<file path="src/hw/rtl/abst_ram.sv">
// Generic simple dual-port RAM with one write port and one registered read port.
// Stands alone; used by the tree insert unit for its key and tag store.
`timescale 1ns / 1ps
`default_nettype none

module abst_ram #(
  parameter int WIDTH = 8,
  parameter int DEPTH = 16
) (
  input  wire logic                     clk,
  input  wire logic                     we,
  input  wire logic [$clog2(DEPTH)-1:0] waddr,
  input  wire logic [WIDTH-1:0]         wdata,
  input  wire logic [$clog2(DEPTH)-1:0] raddr,
  output logic      [WIDTH-1:0]         rdata
);

  logic [WIDTH-1:0] mem [DEPTH];

  always_ff @(posedge clk) begin
    if (we) begin
      mem[waddr] <= wdata;
    end
    rdata <= mem[raddr];
  end

endmodule

`default_nettype wire
</file>
<file path="config.mk">
export PLATFORM = sky130hd
export DESIGN_NAME = abst_ram
export DESIGN_NICKNAME = d
export VERILOG_FILES = /design/src/hw/rtl/abst_ram.sv
export SDC_FILE = /design/constraint.sdc
export NUM_CORES = 1
export LEC_CHECK = 0
export ABC_AREA = 0
export BUFFER_PORTS_ARGS = -buffer_cell sky130_fd_sc_hd__buf_2
export CORE_MARGIN = 2
export CORE_UTILIZATION = 35
export DETAILED_ROUTE_END_ITERATION = 7
export SLEW_MARGIN = 30
export SYNTH_ARGS = -nofsm -noshare
export SYNTH_HDL_FRONTEND = slang
export SYNTH_SLANG_ARGS = --single-unit
export TNS_END_PERCENT = 20
</file>
<file path="constraint.sdc">
create_clock -name clk -period 2.3 [get_ports clk]
set_clock_uncertainty 0.2 [all_clocks]
set_input_delay 0.345 -clock clk [delete_from_list [all_inputs] [get_ports clk]]
set_output_delay 0.345 -clock clk [all_outputs]
set_load 0.03 [all_outputs]
</file>
**After elaboration in Yosys (flattened, before gate mapping)**

Memory sizes are Yosys's and may differ from the RTL's. A register that Yosys moved wholly into a read port is not among the register bits.
Index checks and enable logic that the tools add are counted.

- Multiplexer cells: 2

Operators with widths:

| operator | number |
|---|---|
| two-way mux 1 bit | 2 |

- Bits in registers: 0
- RAM bits: 128
- Bits of input ports: 18
- Output and inout bits: 8
- Memories kept: 1

Memory list:

| name | depth | width | read ports | clocked after memory_dff | wr ports | line | RTL |
|---|---|---|---|---|---|---|---|
| mem | 16 | 8 | 1 | 1 | 1 | 18 | `logic [WIDTH-1:0] mem [DEPTH];` |

**Longest topological paths before layout**

Gate-level depths: netlist of the first run.

- Word-level depth: 2
- Depth in mapped cells: 5

**Worst setup path before layout of the first run**

No wires, ideal clock.

- Path kind: input-to-reg
- Start point: in waddr[2]
- End point: mem mem[0][0] (enable)
- Arrival time: 1455 ps
- Required time: 1717 ps
- Slack: 262 ps
- Stages: 2
- Path buffers: 0
- Cell sequence: or3b_2 > nor3_1

RTL lines:

| element | line | RTL |
|---|---|---|
| from (decl) | 12 | `input wire logic [$clog2(DEPTH)-1:0] waddr,` |
| to (decl) | 18 |  |

Straight into the memory's write port.

==> run summary, run 1 <==
The post-CTS repair timing setup buffer count came out at 0. The transition time at the pin with the least slew margin is about 380 ps. Global routing consumed, over all layers together, 13.1% of the routing resources. The number of storage elements in the synthesis netlist is 136. The worst-case headroom to the max-slew limit came out at 74.6%. The final count of pins violating max slew came to 0. The average cell area after synthesis is between 20 and 25 um2. CTS saw around 140 sinks. The part of the Yosys area used for sequential elements is between 70% and 80%. The critical path launch point is raddr[0]. The maximum single-stage delay on the critical path is 570 ps. The power consumption is 5.77 mW. The post-detailed-route wirelength per cell came out at ~20 um.

The initial antenna violation count is 0. The CTS buffer count came out at 17. The top cell types in the final layout, fill and taps aside, are 128 x sky130_fd_sc_hd__edfxtp_1, 25 x sky130_fd_sc_hd__buf_2, 20 x sky130_fd_sc_hd__buf_4, 18 x sky130_fd_sc_hd__mux4_2, 17 x sky130_fd_sc_hd__clkbuf_16.

The effective utilization at floorplan came out at between 30% and 40%. Clock-pin slew was measured on the worst setup and hold paths at around 60 ps. The count of synthesis-stage warnings from yosys is 0. The floorplan step defined a die boundary enclosing between 15000 and 20000 um2.

The final layout net count is between 300 and 400. The hold buffer count at CTS is 0. The flow ran to the end, and the final reports show no timing, DRC or antenna violations. In this run the horizontal extent of the chip is 125 um.

Setup repair after global routing left no endpoint under its margin. The total wire length is 9630 um. In this run the most critical hold path is launched from wdata[5]. After synthesis, the cell types taking the most area are sky130_fd_sc_hd__edfxtp_1 75%, sky130_fd_sc_hd__mux4_2 7.9%, sky130_fd_sc_hd__mux4_1 7.1%.

The buffer type at the clock tree root is sky130_fd_sc_hd__clkbuf_16. The most frequent standard cell in the layout excluding fill and tap cells is sky130_fd_sc_hd__edfxtp_1. The critical path contains buffers and inverters numbering 2 combined. The worst hold path belongs to the class input pin to register. The via count of the first global-routing pass is 2562. The average vias per placed instance came out at 4.96. Leaving out filler cells and counting taps, the final layout contains around 480. The maximum clock frequency is 636 MHz.

The area growth from synthesis to layout is 20.6%. The synthesized design devotes to its leading area cell type between 70% and 80% of total area. The maximum clock path buffer count is 2. The total core area is 14400 um2. The cell total after placement came out at 450.

The type of element capturing the critical path is a register. The worst path uses 68.4% of the clock period. The instance area after placement is 5610 um2. sky130_fd_sc_hd__edfxtp_1 takes more of the synthesized area than any other cell. The wire length of the first global-routing pass is 15000 um. The count of input and output buffers is 25.

At the end of the flow the core is filled with cells to 43.0%. The synthesized netlist occupies a cell area of approximately 5000 um2. The power per cell area is 929 nW/um2. The layout cell share with drive strength beyond 1 came out at 32.2%. The sum of net half-perimeters after detailed placement came out at 6370 um. The max-capacitance violation count is 0.

In this run the static leakage power is 2.11 nW. The maximum fanout along the worst path is 21. The clock latency of the later-clocked register in the worst-skew pair is 410 ps. The total of endpoints with negative setup slack in the final report is 0. The total overflow reported by the global router is 0. The setup path with the least slack is of type input pin to register. The minimum setup slack after placement came out at around 270 ps. Walking the worst path, the cells encountered are buf_2 > buf_12 > mux4_1 > a22oi_1 > nand2_1. Entering global routing, the biggest net connects 33 pins.

The startpoint identified for the worst register-to-register timing path is mem[1][2]$_DFFE_PP_. The number of failing hold endpoints at the final stage came out at 0. The number of different library cells used by synthesis comes to 19. The number of placement rows is 44. The final hold slack is 118 ps. The net count of the mapped netlist is approximately 250. The worst setup path is launched from an input pin. The data required time at the worst endpoint is 2380 ps.

The cell family contributing the most delay on the critical path is multiplexers. The detailed router's first-iteration violation count is around 230. 26 I/O pins were placed. The first-pass detailed-route iteration total came out at 4. The total number of vias is ~2400. On the critical path, the stage with the largest delay is an instance of sky130_fd_sc_hd__mux4_1. The gate count of the mapped netlist is 229.

The post-route cell area came out at 6210 um2. The shortest period the worst path allows is 1570 ps. VDD sags by at most between 400 and 500 uV. The worst endpoint data arrival time is roughly 1700 ps. The post-route DRC violation count is 0. The summed negative setup slack over all endpoints is 0 ps. The residual antenna-violating net count after detailed routing is 0. The last weighted congestion value of the routability-driven placer came out at 0.704.

TritonCTS built the clock tree. The H-tree depth is 4. Post-CTS repair changed the size of 0 cells. The final setup slack of the worst path came out at 728 ps. The die is 125 um tall.
logic make-up after synthesis:
kind of cell | count (synthesis) | synth area share, %
flip-flops | 136 | 77.8
buffers and inverters | 10 | 1.68
AO/OA/AOI/OAI | 16 | 2.33
multiplexers | 32 | 15.0
AND/OR/NAND/NOR | 35 | 3.18
sequential cells by signal (all words and copies together) (netlist names):
signal	cells
mem	128
rdata	8
area by class of cell:
type,instances,area (um2)
clock inverters,13,155
repair buffers,47,315
multi-input cells,83,1060
flip-flops and latches,136,4000
diodes,1,2.50
well taps,184,230
clock buffers,19,443
fillers,1263,8220
where the power goes:
part           total, mW  switching (mW)  leakage [nW]  internal, mW
sequential          2.79          0.0165          1.22          2.77
combinational      0.286           0.171         0.595         0.115
clock               2.69           0.968         0.290          1.72
total               5.77            1.16          2.11          4.61
worst paths after layout:
kind / endpoint / slack (ps) / cells after the start
worst min-delay path: mem[14][5]$_DFFE_PP_ / 120 / 1
worst min register to register: rdata[3]$_DFF_P_ / 470 / 3
worst max-delay path: rdata[2]$_DFF_P_ / 730 / 5
worst max register to register: rdata[2]$_DFF_P_ / 800 / 3
Yosys cell counts, drive strengths merged:
| cell | n |
|---|---|
| a22oi | 16 |
| and2 | 1 |
| and2b | 1 |
| buf | 7 |
| clkdlybuf4s25 | 3 |
| dfxtp | 8 |
| edfxtp | 128 |
| mux4 | 32 |
| nand2 | 9 |
| nand2b | 2 |
| nand3 | 1 |
| nand3b | 2 |
| nor2 | 13 |
| nor2b | 1 |
| nor3 | 4 |
| or3b | 1 |
routing by layer:
metal / GRT usage (%) / share of wire, % / wire length, um / up-vias
met5: 0 / 0 / 0 / -
met4: 3.14 / 0.55 / 53 / 0
met3: 4.62 / 4.1 / 399 / 5
met2: 20.4 / 49 / 4690 / 48
met1: 17.8 / 47 / 4490 / 1257
li1: - / - / - / 1086
No activity file was read; power rests on OpenSTA's default activity.
==> run 2, diff against run 1 <==
==> constraint.sdc (replaced) <==
create_clock -name clk -period 1.6 [get_ports clk]
set_clock_uncertainty 0.2 [all_clocks]
set_input_delay 0.24 -clock clk [delete_from_list [all_inputs] [get_ports clk]]
set_output_delay 0.24 -clock clk [all_outputs]
set_load 0.03 [all_outputs]
==> run summary, run 2 (synthesis gave the netlist of run 1 again) <==
The worst register-to-register path has a depth of 3. The sum of net half-perimeters after detailed placement came out at 6420 um. Measured against its own limit, the worst slew margin works out to 52.7%. The die covers 15700 um2. The residual antenna-violating net count after detailed routing came out at 0. The clock-pin slew of the registers on the worst-case setup and hold paths is 60 ps. The worst IR drop on VDD is between 600 and 700 uV.

The summed negative setup slack over all endpoints came out at 0 ps. The area taken by multi-input logic gates came out at between 1000 and 1500 um2. The hold buffer count at CTS came out at 2. The setup path with the least slack is of type register to register. The number of antenna diodes came out at 0. The data required time at the worst endpoint came out at 1690 ps. The final hold slack came out at about 19 ps.

The chip width came out at between 100 and 150 um. More flip-flops sit in one register than any other, and that register is mem. Following the worst setup path forward leads to its endpoint at rdata[7]$_DFF_P_. The final layout net count came out at 310.

After detailed routing, the average wire length per cell comes to 20.1 um. Entering global routing, the biggest net connects 25 pins. The classification of the worst-slack hold path is input pin to register. The detailed router's first-iteration violation count came out at 157. The TritonCTS clock tree is yes. The slowest cell on the critical path is sky130_fd_sc_hd__mux4_2. The post-route cell area came out at 6380 um2. The layout cell share with drive strength beyond 1 came out at 33.1%.

The wire length of the first global-routing pass came out at 15500 um. Registers take approximately 4000 um2. The maximum fanout along the worst path is 1. At the placement stage, the worst setup path has a slack of -234 ps.

In the routed layout, each cell is associated on average with a via count of 5.04. Once the floorplan was initialized, standard cells occupied 35.7% of the core. In this run the critical register-to-register path is launched from mem[9][7]$_DFFE_PP_. In this run the power density over the cells is 1400 nW/um2. For flop-to-flop paths, the worst setup slack is roughly 100 ps. The total leakage power came out at 2.18 nW. The largest registers in the layout are mem x128, rdata x8. The total overflow reported by the global router is 0. For this run, the total global-route usage over all layers was measured as 13.7%. The initial antenna violation count is 2. The total number of vias is 2463.

Counting every sink on the clock net gives ~140. The instance area after placement came out at 5670 um2. The startpoint identified for the worst hold timing path is wdata[3]. The power consumption came out at 8.90 mW. The flip-flop count of the largest register, all copies and words added came out at 128. Fill cells in the final layout number 1267. The cell total after placement is 455. Among cell families on the critical path, the largest total delay comes from multiplexers. The final count of pins violating max slew is 0. STA classifies the critical path endpoint as a register.

The maximum clock frequency came out at 668 MHz. The worst register-to-register path ends at rdata[7]$_DFF_P_. The maximum clock path buffer count came out at 2.

The number of cells on the critical path is 3. The first-pass detailed-route iteration total is 4. For the worst-skew pair, the clock arrives at the later sink with an insertion delay of 410 ps.

The critical path goes through mux4_2 > a22oi_1 > nand2_1. The last weighted congestion value of the routability-driven placer is 0.729. The number of buffer and inverter instances along the worst setup path came out at 0. The number of placement rows is 44. The max-capacitance violation count came out at 0.

In this run the clock root is driven by a sky130_fd_sc_hd__clkbuf_16. Post-CTS repair changed the size of 0 cells. The transition time at the pin with the least slew margin came out at 708 ps. The most critical setup path has its startpoint at mem[9][7]$_DFFE_PP_. The number of standard cells in the final layout excluding fillers came out at 489. The CTS buffer count is 17. The run finished with clean final reports. The count of buffers added on input and output ports is 25. The die is between 100 and 150 um tall. Setup repair after global routing left no endpoint under its margin. Leaving out fill and tap cells, the most frequent cell in the layout is sky130_fd_sc_hd__edfxtp_1. The total of endpoints with negative setup slack in the final report is 0. The layout overhead on the synthesized area is 23.9%.

The via count of the first global-routing pass came out at approximately 2600. Leaving out fill and tap cells, the most frequent cells in the layout are 128 x sky130_fd_sc_hd__edfxtp_1, 25 x sky130_fd_sc_hd__buf_2, 23 x sky130_fd_sc_hd__buf_4, 18 x sky130_fd_sc_hd__mux4_2, 17 x sky130_fd_sc_hd__clkbuf_16. Setup slack on the critical path of the routed design comes to ~100 ps. The final core area utilization came out at 44.2%. The boundary pin count came out at 26.

The H-tree depth came out at 4. The total area inside the core boundary comes to 14400 um2. The total wire length is 9820 um. The share of the clock period used by the worst path is a little over nine tenths. The post-route DRC violation count is 0. The worst endpoint data arrival time is 1590 ps. For the finished layout, the period the worst path requires is 1500 ps. The post-CTS repair timing setup buffer count is 0.

STA classifies the critical path startpoint as a register. The number of failing hold endpoints at the final stage is 0. For this run, the slowest stage of the critical path takes 450 ps.
run 2: cell count changes in the layout (fill, tap and decap cells not counted), sizes merged:
cell,previous run,this run
buf,47,52
diode,1,0
dlygate4sd3,0,2
clkinv,8,3
clkinvlp,2,3
bufinv,3,7
run 2: worst min-delay path by stage:
stage | slack, ps | cells past startpoint | end
2_1_floorplan | 140 | 0 | mem[0][0]$_DFFE_PP_
3_3_place_gp | 430 | 1 | mem[8][4]$_DFFE_PP_
3_5_place_dp | 440 | 1 | mem[8][4]$_DFFE_PP_
4_1_cts | 0.4 | 1 | mem[0][0]$_DFFE_PP_
5_1_grt | 9 | 1 | mem[10][0]$_DFFE_PP_
6_report | 20 | 1 | mem[15][3]$_DFFE_PP_
run 2: layout make-up:
| type | count | share of cell area [%] |
|---|---|---|
| clock inverter | 13 | 3.92 |
| clock buffer | 19 | 6.79 |
| multi-input combinational | 83 | 16.7 |
| timing repair buffer | 54 | 6.24 |
| tap | 184 | 3.61 |
| sequential | 136 | 62.8 |
run 2: routing by layer:
layer  wire [um]  share of wire (%)  global-route usage [%]  up-vias
met3         465                4.7                    4.32       22
met1        4370                 44                    18.0     1274
li1            -                  -                       -     1104
met5          33               0.34                       0        -
met2        4710                 48                    20.9       59
met4         248                2.5                    6.60        4
run 2: power by group:
part	switching [mW]	internal [mW]	total, mW
registers	0.0257	3.98	4.01
logic	0.251	0.182	0.432
clock network	1.39	3.07	4.46
total	1.67	7.24	8.90
